$ cat src/hw/rtl/assert_macros.svh
// ----------------------------------------------------------------------------
// assert_macros.svh
// concurrent assertion helpers shared by the chunk walker modules
// ----------------------------------------------------------------------------
`ifndef ASSERT_MACROS_SVH
`define ASSERT_MACROS_SVH

`ifndef ASSERT_OFF

// property must hold at every clock edge outside reset
`define ASSERT_PROP(lbl, clk, rst_n, prop, msg) \
	lbl: assert property (@(posedge clk) disable iff (!rst_n) prop) else $error(msg);

// condition must never be true outside reset
`define ASSERT_NEVER(lbl, clk, rst_n, cond, msg) \
	lbl: assert property (@(posedge clk) disable iff (!rst_n) !(cond)) else $error(msg);

`else

`define ASSERT_PROP(lbl, clk, rst_n, prop, msg)
`define ASSERT_NEVER(lbl, clk, rst_n, cond, msg)

`endif

`endif

$ cat src/hw/rtl/rcw_pkg.sv
// ----------------------------------------------------------------------------
// rcw_pkg
// shared types and constants of the riff chunk walker
// ----------------------------------------------------------------------------
`default_nettype none

package rcw_pkg;

	// nesting limit default
	localparam int MAX_DEPTH_DEF = 8;

	// command queue between parser and level tracker
	localparam int FIFO_DEPTH = 4;
	localparam int FIFO_PTR_W = $clog2(FIFO_DEPTH);

	// tags, first character in the low byte
	localparam logic [31:0] TAG_RIFF = 32'h4646_4952;
	localparam logic [31:0] TAG_LIST = 32'h5453_494C;

	// list contents start after the four-byte list type
	localparam logic [31:0] LIST_TYPE_LEN = 32'd4;
	localparam logic [31:0] POS_MAX       = 32'hFFFF_FFFF;

	typedef enum logic [1:0] {
		EV_LEAF  = 2'd0,
		EV_OPEN  = 2'd1,
		EV_CLOSE = 2'd2,
		EV_ERROR = 2'd3
	} event_kind_t;

	typedef enum logic [1:0] {
		PH_TAG     = 2'd0,
		PH_SIZE    = 2'd1,
		PH_TYPE    = 2'd2,
		PH_PAYLOAD = 2'd3
	} parse_phase_t;

	typedef enum logic [1:0] {
		CMD_LEAF  = 2'd0,
		CMD_LIST  = 2'd1,
		CMD_CHECK = 2'd2
	} cmd_kind_t;

	typedef enum logic {
		BK_IDLE  = 1'b0,
		BK_CLOSE = 1'b1
	} back_state_t;

	// one parsed header or close check
	typedef struct packed {
		cmd_kind_t   kind;
		logic [31:0] tag;
		logic [31:0] pos;
		logic [31:0] size;
	} cmd_t;

endpackage

`default_nettype wire

$ cat src/hw/rtl/rcw_front.sv
// ----------------------------------------------------------------------------
// rcw_front
// byte parser: collects tags and sizes, skips payload, posts commands
// ----------------------------------------------------------------------------
`default_nettype none

module rcw_front (
	input  wire               clk,
	input  wire               arst_n,
	input  wire               accept,
	input  wire  [7:0]        data_byte,
	output logic              push,
	output rcw_pkg::cmd_t     cmd
);

	rcw_pkg::parse_phase_t phase_q, phase_d;
	logic [1:0]  idx_q, idx_d;
	logic [31:0] tag_q, tag_d;
	logic [31:0] size_q, size_d;
	logic [31:0] left_q, left_d;
	logic [31:0] pos_q, pos_d;
	logic [31:0] tag_sh;
	logic [31:0] size_sh;

	assign tag_sh  = {data_byte, tag_q[31:8]};
	assign size_sh = {data_byte, size_q[31:8]};

	always_comb begin
		phase_d  = phase_q;
		idx_d    = idx_q;
		tag_d    = tag_q;
		size_d   = size_q;
		left_d   = left_q;
		pos_d    = pos_q;
		push     = 1'b0;
		cmd.kind = rcw_pkg::CMD_CHECK;
		cmd.tag  = tag_q;
		cmd.pos  = pos_d;
		cmd.size = size_q;
		if (accept) begin
			// saturating byte count
			pos_d   = (pos_q == rcw_pkg::POS_MAX) ? rcw_pkg::POS_MAX : pos_q + 32'd1;
			cmd.pos = pos_d;
			unique case (phase_q)
				rcw_pkg::PH_TAG: begin
					tag_d = tag_sh;
					idx_d = idx_q + 2'd1;
					if (idx_q == 2'd3) begin
						phase_d = rcw_pkg::PH_SIZE;
						size_d  = '0;
					end
				end
				rcw_pkg::PH_SIZE: begin
					size_d = size_sh;
					idx_d  = idx_q + 2'd1;
					if (idx_q == 2'd3) begin
						if (tag_q == rcw_pkg::TAG_RIFF || tag_q == rcw_pkg::TAG_LIST) begin
							phase_d = rcw_pkg::PH_TYPE;
							tag_d   = '0;
						end else begin
							push     = 1'b1;
							cmd.kind = rcw_pkg::CMD_LEAF;
							cmd.size = size_sh;
							if (size_sh != '0) begin
								phase_d = rcw_pkg::PH_PAYLOAD;
								left_d  = size_sh;
							end else begin
								phase_d = rcw_pkg::PH_TAG;
							end
						end
					end
				end
				rcw_pkg::PH_TYPE: begin
					tag_d = tag_sh;
					idx_d = idx_q + 2'd1;
					if (idx_q == 2'd3) begin
						push     = 1'b1;
						cmd.kind = rcw_pkg::CMD_LIST;
						cmd.tag  = tag_sh;
						phase_d  = rcw_pkg::PH_TAG;
					end
				end
				rcw_pkg::PH_PAYLOAD: begin
					left_d = left_q - 32'd1;
					if (left_q == 32'd1) begin
						push    = 1'b1;
						phase_d = rcw_pkg::PH_TAG;
					end
				end
				default: ;
			endcase
		end
	end

	always_ff @(posedge clk or negedge arst_n) begin
		if (!arst_n) begin
			phase_q <= rcw_pkg::PH_TAG;
			idx_q   <= '0;
			tag_q   <= '0;
			size_q  <= '0;
			left_q  <= '0;
			pos_q   <= '0;
		end else begin
			phase_q <= phase_d;
			idx_q   <= idx_d;
			tag_q   <= tag_d;
			size_q  <= size_d;
			left_q  <= left_d;
			pos_q   <= pos_d;
		end
	end

endmodule

`default_nettype wire

$ cat src/hw/rtl/rcw_cmd_fifo.sv
// ----------------------------------------------------------------------------
// rcw_cmd_fifo
// short command queue between the byte parser and the level tracker
// ----------------------------------------------------------------------------
`default_nettype none
`include "assert_macros.svh"

module rcw_cmd_fifo (
	input  wire               clk,
	input  wire               arst_n,
	input  wire               push,
	input  rcw_pkg::cmd_t     wr_cmd,
	input  wire               pop,
	output rcw_pkg::cmd_t     rd_cmd,
	output logic              full,
	output logic              empty
);

	localparam int PW = rcw_pkg::FIFO_PTR_W;

	rcw_pkg::cmd_t mem_q [rcw_pkg::FIFO_DEPTH];
	logic [PW-1:0] wr_ptr_q;
	logic [PW-1:0] rd_ptr_q;
	logic [PW:0]   count_q;

	assign full   = (count_q == (PW+1)'(rcw_pkg::FIFO_DEPTH));
	assign empty  = (count_q == '0);
	assign rd_cmd = mem_q[rd_ptr_q];

	always_ff @(posedge clk) begin
		if (push) begin
			mem_q[wr_ptr_q] <= wr_cmd;
		end
	end

	always_ff @(posedge clk or negedge arst_n) begin
		if (!arst_n) begin
			wr_ptr_q <= '0;
			rd_ptr_q <= '0;
			count_q  <= '0;
		end else begin
			if (push) begin
				wr_ptr_q <= (wr_ptr_q == PW'(rcw_pkg::FIFO_DEPTH - 1)) ? '0 : wr_ptr_q + 1'b1;
			end
			if (pop) begin
				rd_ptr_q <= (rd_ptr_q == PW'(rcw_pkg::FIFO_DEPTH - 1)) ? '0 : rd_ptr_q + 1'b1;
			end
			if (push && !pop) begin
				count_q <= count_q + 1'b1;
			end else if (pop && !push) begin
				count_q <= count_q - 1'b1;
			end
		end
	end

	`ASSERT_NEVER(a_push_full, clk, arst_n, push && full, "command queue overflow")
	`ASSERT_NEVER(a_pop_empty, clk, arst_n, pop && empty, "command queue underflow")
	`ASSERT_PROP(a_count_range, clk, arst_n, count_q <= (PW+1)'(rcw_pkg::FIFO_DEPTH), "queue count out of range")

endmodule

`default_nettype wire

$ cat src/hw/rtl/rcw_back.sv
// ----------------------------------------------------------------------------
// rcw_back
// level tracker: keeps the open list stack and emits events in order
// ----------------------------------------------------------------------------
`default_nettype none
`include "assert_macros.svh"

module rcw_back #(
	parameter int MAX_DEPTH = rcw_pkg::MAX_DEPTH_DEF
) (
	input  wire               clk,
	input  wire               arst_n,
	input  rcw_pkg::cmd_t     head,
	input  wire               head_valid,
	output logic              pop,
	output logic              event_valid,
	input  wire               event_stall,
	output logic [1:0]        event_kind,
	output logic [31:0]       chunk_tag,
	output logic [3:0]        nest_depth,
	output logic [31:0]       data_offset,
	output logic [31:0]       chunk_size,
	output logic              last_event
);

	localparam int CNT_W = $clog2(MAX_DEPTH + 1);
	localparam int IDX_W = (MAX_DEPTH > 1) ? $clog2(MAX_DEPTH) : 1;

	rcw_pkg::back_state_t state_q, state_d;
	logic [CNT_W-1:0] open_q, open_d;
	logic [CNT_W-1:0] open_m1, open_m2;
	logic             done_q, done_d;
	logic [31:0]      pos_q, pos_d;
	logic [31:0]      lvl_end_q  [MAX_DEPTH];
	logic [31:0]      lvl_type_q [MAX_DEPTH];
	logic [31:0]      cmp_pos;
	logic [MAX_DEPTH-1:0] hit;
	logic             top_hit, below_hit;
	logic             out_free;

	// new level end
	logic [31:0] list_len;
	logic [32:0] end_sum;
	logic [31:0] new_end;
	logic        wr_en;

	// output register load
	logic             ld;
	rcw_pkg::event_kind_t ld_kind;
	logic [31:0]      ld_tag, ld_off, ld_size;
	logic [CNT_W-1:0] ld_depth;
	logic [CNT_W+3:0] depth_ext;
	logic             ld_last;

	logic             ev_valid_q, ev_last_q;
	logic [1:0]       ev_kind_q;
	logic [31:0]      ev_tag_q, ev_off_q, ev_size_q;
	logic [3:0]       ev_depth_q;

	assign out_free = !ev_valid_q || !event_stall;
	assign cmp_pos  = (state_q == rcw_pkg::BK_IDLE) ? head.pos : pos_q;
	assign open_m1  = open_q - 1'b1;
	assign open_m2  = open_q - 2'd2;

	// one end compare per level
	always_comb begin
		for (int i = 0; i < MAX_DEPTH; i++) begin
			hit[i] = (lvl_end_q[i] <= cmp_pos);
		end
	end

	assign top_hit   = (open_q != '0) && hit[open_m1[IDX_W-1:0]];
	assign below_hit = (open_q > CNT_W'(1)) && hit[open_m2[IDX_W-1:0]];

	assign list_len  = (head.size > rcw_pkg::LIST_TYPE_LEN) ?
	                   head.size - rcw_pkg::LIST_TYPE_LEN : '0;
	assign end_sum   = {1'b0, head.pos} + {1'b0, list_len};
	assign new_end   = end_sum[32] ? rcw_pkg::POS_MAX : end_sum[31:0];

	always_comb begin
		state_d  = state_q;
		open_d   = open_q;
		done_d   = done_q;
		pos_d    = pos_q;
		pop      = 1'b0;
		wr_en    = 1'b0;
		ld       = 1'b0;
		ld_kind  = rcw_pkg::EV_LEAF;
		ld_tag   = head.tag;
		ld_depth = open_q;
		ld_off   = head.pos;
		ld_size  = head.size;
		ld_last  = 1'b1;
		unique case (state_q)
			rcw_pkg::BK_IDLE: begin
				if (head_valid && out_free) begin
					pop   = 1'b1;
					pos_d = head.pos;
					if (!done_q) begin
						unique case (head.kind)
							rcw_pkg::CMD_LEAF: begin
								ld = 1'b1;
								if (open_q == '0) begin
									ld_kind = rcw_pkg::EV_ERROR;
									done_d  = 1'b1;
								end else if (head.size == '0 && top_hit) begin
									ld_last = 1'b0;
									state_d = rcw_pkg::BK_CLOSE;
								end
							end
							rcw_pkg::CMD_LIST: begin
								ld = 1'b1;
								if (open_q >= CNT_W'(MAX_DEPTH)) begin
									ld_kind = rcw_pkg::EV_ERROR;
									done_d  = 1'b1;
								end else begin
									wr_en   = 1'b1;
									ld_kind = rcw_pkg::EV_OPEN;
									open_d  = open_q + 1'b1;
									// empty list, or position already saturated
									if (head.size <= rcw_pkg::LIST_TYPE_LEN ||
									    head.pos == rcw_pkg::POS_MAX) begin
										ld_last = 1'b0;
										state_d = rcw_pkg::BK_CLOSE;
									end
								end
							end
							rcw_pkg::CMD_CHECK: begin
								if (top_hit) begin
									state_d = rcw_pkg::BK_CLOSE;
								end
							end
							default: ;
						endcase
					end
				end
			end
			rcw_pkg::BK_CLOSE: begin
				if (out_free) begin
					ld       = 1'b1;
					ld_kind  = rcw_pkg::EV_CLOSE;
					ld_tag   = lvl_type_q[open_m1[IDX_W-1:0]];
					ld_depth = open_m1;
					ld_off   = '0;
					ld_size  = '0;
					ld_last  = !below_hit;
					open_d   = open_m1;
					if (open_m1 == '0) begin
						done_d = 1'b1;
					end
					if (!below_hit) begin
						state_d = rcw_pkg::BK_IDLE;
					end
				end
			end
			default: ;
		endcase
	end

	assign depth_ext = {4'b0, ld_depth};

	always_ff @(posedge clk) begin
		if (wr_en) begin
			lvl_end_q[open_q[IDX_W-1:0]]  <= new_end;
			lvl_type_q[open_q[IDX_W-1:0]] <= head.tag;
		end
		if (ld) begin
			ev_kind_q  <= ld_kind;
			ev_tag_q   <= ld_tag;
			ev_depth_q <= depth_ext[3:0];
			ev_off_q   <= ld_off;
			ev_size_q  <= ld_size;
			ev_last_q  <= ld_last;
		end
	end

	always_ff @(posedge clk or negedge arst_n) begin
		if (!arst_n) begin
			state_q    <= rcw_pkg::BK_IDLE;
			open_q     <= '0;
			done_q     <= 1'b0;
			pos_q      <= '0;
			ev_valid_q <= 1'b0;
		end else begin
			state_q <= state_d;
			open_q  <= open_d;
			done_q  <= done_d;
			pos_q   <= pos_d;
			if (ld) begin
				ev_valid_q <= 1'b1;
			end else if (!event_stall) begin
				ev_valid_q <= 1'b0;
			end
		end
	end

	assign event_valid = ev_valid_q;
	assign event_kind  = ev_kind_q;
	assign chunk_tag   = ev_tag_q;
	assign nest_depth  = ev_depth_q;
	assign data_offset = ev_off_q;
	assign chunk_size  = ev_size_q;
	assign last_event  = ev_last_q;

	`ASSERT_PROP(a_done_sticky, clk, arst_n, done_q |=> done_q, "walk end flag dropped")
	`ASSERT_NEVER(a_event_after_done, clk, arst_n, done_q && ld, "event after walk end")
	`ASSERT_NEVER(a_close_no_level, clk, arst_n, (state_q == rcw_pkg::BK_CLOSE) && (open_q == '0), "close with no open level")
	`ASSERT_PROP(a_depth_range, clk, arst_n, open_q <= CNT_W'(MAX_DEPTH), "open level count over limit")

endmodule

`default_nettype wire

$ cat src/hw/rtl/riff_chunk_walker.sv
// ----------------------------------------------------------------------------
// riff_chunk_walker
// byte-serial RIFF container walker reporting leaf, open, close and error
// ----------------------------------------------------------------------------
// The file enters one byte per word on the byte channel and the walker emits
// one event per word on the event channel. A byte is taken in every cycle as
// long as the four-entry command queue between the parser and the level
// tracker has room; most header bytes and payload bytes other than the last
// cause no command. The level tracker retires one event per cycle unless
// event_stall holds it: a header byte causes up to MAX_DEPTH + 1 events, and
// a payload end costs it a check plus one close event per list it closes.
// last_event marks the final event of each byte. Close events carry zero
// offset and size. After an error, or once the outermost list closes, bytes
// are still taken but ignored. No clearing pass runs after reset.
// ----------------------------------------------------------------------------
`default_nettype none

module riff_chunk_walker #(
	parameter int MAX_DEPTH = rcw_pkg::MAX_DEPTH_DEF
) (
	input  wire         clk,
	input  wire         arst_n,
	// byte channel
	input  wire         byte_valid,
	output logic        byte_stall,
	input  wire  [7:0]  data_byte,
	// event channel
	output logic        event_valid,
	input  wire         event_stall,
	output logic [1:0]  event_kind,
	output logic [31:0] chunk_tag,
	output logic [3:0]  nest_depth,
	output logic [31:0] data_offset,
	output logic [31:0] chunk_size,
	output logic        last_event
);

	logic          accept;
	logic          push, pop;
	logic          full, empty;
	rcw_pkg::cmd_t front_cmd;
	rcw_pkg::cmd_t head_cmd;

	// queue full is the only backpressure on the byte side
	assign byte_stall = full;
	assign accept     = byte_valid && !full;

	// front: tag, size and list type assembly, payload skip
	rcw_front u_front (
		.clk       (clk),
		.arst_n    (arst_n),
		.accept    (accept),
		.data_byte (data_byte),
		.push      (push),
		.cmd       (front_cmd)
	);

	// decoupling queue
	rcw_cmd_fifo u_fifo (
		.clk    (clk),
		.arst_n (arst_n),
		.push   (push),
		.wr_cmd (front_cmd),
		.pop    (pop),
		.rd_cmd (head_cmd),
		.full   (full),
		.empty  (empty)
	);

	// back: level stack, close cascade, output register
	rcw_back #(
		.MAX_DEPTH (MAX_DEPTH)
	) u_back (
		.clk         (clk),
		.arst_n      (arst_n),
		.head        (head_cmd),
		.head_valid  (!empty),
		.pop         (pop),
		.event_valid (event_valid),
		.event_stall (event_stall),
		.event_kind  (event_kind),
		.chunk_tag   (chunk_tag),
		.nest_depth  (nest_depth),
		.data_offset (data_offset),
		.chunk_size  (chunk_size),
		.last_event  (last_event)
	);

endmodule

`default_nettype wire

$ cat config.mk
export PLATFORM = sky130hd
export DESIGN_NAME = riff_chunk_walker
export DESIGN_NICKNAME = d
export VERILOG_FILES = /design/src/hw/rtl/rcw_pkg.sv /design/src/hw/rtl/rcw_front.sv /design/src/hw/rtl/rcw_cmd_fifo.sv /design/src/hw/rtl/rcw_back.sv /design/src/hw/rtl/riff_chunk_walker.sv
export VERILOG_INCLUDE_DIRS = /design/src /design/src/hw/rtl
export SDC_FILE = /design/constraint.sdc
export NUM_CORES = 2
export LEC_CHECK = 0
export BUFFER_PORTS_ARGS = -buffer_cell sky130_fd_sc_hd__buf_2
export CAP_MARGIN = 0
export CORE_MARGIN = 5
export CORE_UTILIZATION = 50
export DETAILED_ROUTE_END_ITERATION = 8
export MAX_ROUTING_LAYER = met4
export PLACE_DENSITY = 0.75
export RECOVER_POWER = 25
export SLEW_MARGIN = 20
export SYNTH_ARGS = -nofsm -noshare
export SYNTH_HDL_FRONTEND = slang
export SYNTH_SLANG_ARGS = --single-unit
$ cat constraint.sdc
create_clock -name clk -period 9.2 [get_ports clk]
set_input_delay 0.46 -clock clk [delete_from_list [all_inputs] [get_ports clk]]
set_output_delay 0.46 -clock clk [all_outputs]
set_load 0.05 [all_outputs]
==> flow_summary_export.csv <==
group,metric,value,unit
power_and_ir_drop,powerDensity,381.2,mW/mm2
setup_path,crit_path_max_fanout,35,
finish,layout.nets,3934,
finish,drive_gt1_frac,0.1337,
flow_run,cap_viol_max_count,9,
global_routing,grt_pass1_vias,31090,
logic_synthesis,yosysSeqAreaShare,0.6539,
logic_synthesis,synth_edf_count,1007,
logic_synthesis,synth_top_family_by_area,"multiplexers",
setup_path,slowest_stage,"dfrtp_1",
logic_synthesis,yosysTopAreaCell,"edfxtp_1",
logic_synthesis,ys_ff_latch,1185,
timing,setup_viol,0,
logic_synthesis,synth_compound_area_frac,0.06074,
logic_synthesis,synth-main-ff-cell,"edfxtp_1",
clock_tree,cts.htree.levels,3,
floorplan,die_w,335.8,um
timing,fmax,0.1285,GHz
floorplan,start_util,0.5033,
placed_design,io_buffers,116,
logic_synthesis,ys_types,81,
setup_path,cp-start-kind,"flip-flop",
floorplan,rows,119,
placed_design,dp_hpwl,85.40,mm
finish,postLayoutCellArea,0.05890,mm2
global_routing,grt_max_degree,94,
logic_synthesis,yosys-top-cells-count,"1,007 x edfxtp_1, 314 x ha_1, 257 x nand2_1",
finish,fill_cells,8115,
setup_path,timing.critical_path.required,9.50,ns
logic_synthesis,synth_most_common_cell,"edfxtp_1",
routing,antenna_left,0,
outcome,violations,"capacitance limit, slew limit",
routing,drc_errors,0,
setup_path,path_buf_inv,2,
clock_tree,cts_sinks,1185,
min_path,whs_path_depth,3,
routing,drtIter0Drc,3301,
setup_path,setup.worst_path.end_class,"flip-flop",
routing,wl_per_cell,25.69,um
floorplan,dieArea,0.1127,mm2
setup_path,cpPeakStageDelay,1.43,ns
setup_path,critPathKind,"flip-flop to flip-flop",
logic_synthesis,synth_mux_area_frac,0.1036,
timing,clock_skew,0.03191,ns
logic_synthesis,yosys.area_share.adder,0.07480,
timing,rsz0062_at_grt,"false",
logic_synthesis,netlist_area,0.05306,mm2
logic_synthesis,post-synth-top-area-fraction,0.5699,
timing,maxSlewViolCount,478,
logic_synthesis,synth_area_per_cell,15.41,um2
logic_synthesis,synthArstFlopShare,0.1502,
clock_tree,cts_tree,"built",
outcome,outcome,"finished, violations left",
clock_tree,worstSkewPairLatency,0.70,ns
setup_path,cp.depth,19,
clock_tree,post_cts_buffers,0,
floorplan,die_y,335.8,um
setup_path,path_cells,"buf_4, mux4_2, or2_4, nor4_2, nand2_1, nor4_4, nor2b_1, ha_1, fa_1, a211oi_1, o21ai_0, a311oi_1, o31ai_1, a31oi_1, o21ai_1, a31o_2, a31oi_2, buf_4, o21ai_0",
clock_tree,cts-buffers-inserted,111,
timing,fin_tns_setup,0,ns
floorplan,ios,117,
routing,drt_wl_total,130.9,mm
timing,finalHoldViolations,0,
placed_design,gp_congestion,0.9334,
placed_design,dpl_cell_area,0.05541,mm2
logic_synthesis,syn_nets,3772,
timing,maxSlewHeadroom,-2.414,
global_routing,grt_antenna_before_repair,6,
timing,period_minus_slack,7.784,ns
logic_synthesis,synth-xor-area-share,0.01288,
logic_synthesis,synth_area_leaders,"edfxtp_1 57%, dfrtp_1 8.4%, ha_1 7.4%, mux4_2 6.9%, mux2_2 2.1%",
timing,fin_crit_sh,0.8461,
logic_synthesis,syn_inst,3444,
floorplan,core_area,0.1054,mm2
finish,syn2layout_area_growth,11.00,%
power_and_ir_drop,power,0.02245,W
setup_path,crit_family,"compound AO/OA/AOI/OAI gates",
routing,drt_first_pass_iters,6,
global_routing,grt_usage,0.2384,
power_and_ir_drop,max-vdd-ir-drop,0.2262,mV
routing,num_vias,31310,
clock_tree,cts_buffer_depth,3,
setup_path,rr_worst_depth,19,
min_path,min_path_type,"input pin to flip-flop",
logic_synthesis,synth_simple_gate_area_share,0.08150,
setup_path,critical_path_arrival,8.09,ns
routing,vias_per_cell,6.144,
timing,worst_pin_slew,5.121,ns
global_routing,overflow,0,
logic_synthesis,ys_warn_count,0,
power_and_ir_drop,total_leakage_power,20.99,nW
clock_tree,clk_pin_slew,0.06,ns
global_routing,grt_pass1_wl,197.6,mm
clock_tree,root_buffer,"clkbuf_16",
==> cell families after synthesis <==
logic type | Yosys count
flip-flops | 1185
AND/OR/NAND/NOR | 845
AO/OA/AOI/OAI | 520
multiplexers | 333
adder cells (fa/ha/maj) | 316
buffers and inverters | 167
XOR/XNOR | 78
==> cell usage in the layout, fill, tap and decap left out, types with 24 or more instances in the layout <==
master | netlist | layout
a21o_1 | 28 | 28
a21oi_1 | 161 | 161
a22o_1 | 33 | 33
and2_0 | 0 | 39
and2_1 | 75 | 32
buf_4 | 0 | 40
clkbuf_1 | 82 | 138
clkbuf_16 | 0 | 111
clkinv_1 | 1 | 24
dfrtp_1 | 178 | 176
edfxtp_1 | 1007 | 1007
ha_1 | 314 | 314
inv_1 | 48 | 47
mux2_1 | 0 | 31
mux2_2 | 101 | 70
mux2i_1 | 69 | 69
mux4_2 | 163 | 163
nand2_1 | 257 | 257
nand3_1 | 103 | 102
nand4_1 | 67 | 67
nor2_1 | 126 | 125
nor3_1 | 40 | 39
nor4_1 | 39 | 38
o21ai_0 | 140 | 139
o22ai_1 | 31 | 31
xnor2_1 | 32 | 32
xor2_1 | 46 | 45
==> timing repair <==
action | 4_1_cts | 5_1_grt
setup endpoints to repair | 0 | 0
resized for setup | 0 | 0
hold endpoints to repair | 79 | 0
hold buffers | 1 | 0
==> tightest hold or removal path, delay by kind of cell <==
kind	cells	cell delay, ns
buffers and inverters	1	0.08
AND/OR/NAND/NOR	2	0.19
==> per-layer routing <==
layer / global-route usage / vias to the layer above / wire [um]
li1: - / 13930 / -
met1: 0.3273 / 15820 / 54210
met2: 0.3652 / 1317 / 61520
met3: 0.04173 / 252 / 10590
met4: 0.08248 / 0 / 4598
met5: - / - / 0
==> sequential cells by signal (all words and copies together) (netlist names), 2 cells and up <==
register,count
u_back.chunk_size,32
u_back.open_q,4
u_front.left_q,32
u_fifo.count_q,3
u_back.lvl_end_q,256
u_back.data_offset,32
u_front.phase_q,2
u_back.pos_q,32
u_back.lvl_type_q,256
u_front.pos_q,32
u_fifo.wr_ptr_q,2
u_front.tag_q,32
u_front.size_q,32
u_back.nest_depth,4
u_back.chunk_tag,32
u_back.event_kind,2
u_fifo.rd_ptr_q,2
u_front.idx_q,2
u_fifo.mem_q,392
==> per-stage QoR <==
step                      cells  hold slack (ns)    util  worst slack [ns]
after floorplan            3444           0.1644       -             3.362
after global placement     4883           0.4605  0.5256             1.889
after detailed placement   4883           0.4671  0.5256             1.772
after CTS                  5092          0.07452  0.5603             1.732
after global routing       5096          0.09039  0.5587            0.6946
final                      5096          0.07961  0.5587             1.416
==> path summary, 6_finish.rpt <==
| path | from | endpoint | slack [ns] |
|---|---|---|---|
| worst min register to register | u_front.idx_q[0]$_DFFE_PN0P_ | u_front.idx_q[0]$_DFFE_PN0P_ | 0.48 |
| worst min-delay path | event_stall | u_back.event_valid$_DFFE_PN0P_ | 0.08 |
| worst max-delay path | u_fifo.rd_ptr_q[1]$_DFFE_PN0P_ | u_back.lvl_end_q[2][12]$_DFFE_PP_ | 1.42 |
| worst max register to register | u_fifo.rd_ptr_q[1]$_DFFE_PN0P_ | u_back.lvl_end_q[2][12]$_DFFE_PP_ | 1.42 |
| max in group asynchronous | arst_n | u_fifo.rd_ptr_q[0]$_DFFE_PN0P_ | 2.06 |
| min in group asynchronous | arst_n | u_front.pos_q[17]$_DFFE_PN0P_ | 2.20 |
==> final cells by class <==
cell class / instances / area [um2] / share of cell area
Clock inverter: 61 / 604.3 / 0.01026
Clock buffer: 147 / 3043 / 0.05167
Inverter: 49 / 183.9 / 0.003123
Tap cell: 1391 / 1740 / 0.02955
Timing Repair Buffer: 167 / 803.3 / 0.01364
Antenna cell: 4 / 10.01 / 0.0001700
Multi-Input combinational cell: 2092 / 17810 / 0.3025
Sequential cell: 1185 / 34700 / 0.5891
==> where the power goes <==
part / leakage (nW) / switching (W) / total (W) / internal [W]
Combinational: 7.88 / 0.00641 / 0.00963 / 0.00322
Sequential: 11.3 / 0.000515 / 0.00825 / 0.00773
Clock: 1.78 / 0.00196 / 0.00457 / 0.00261
Total: 21.0 / 0.00889 / 0.0224 / 0.0136
(Power assumes the default switching activity.)
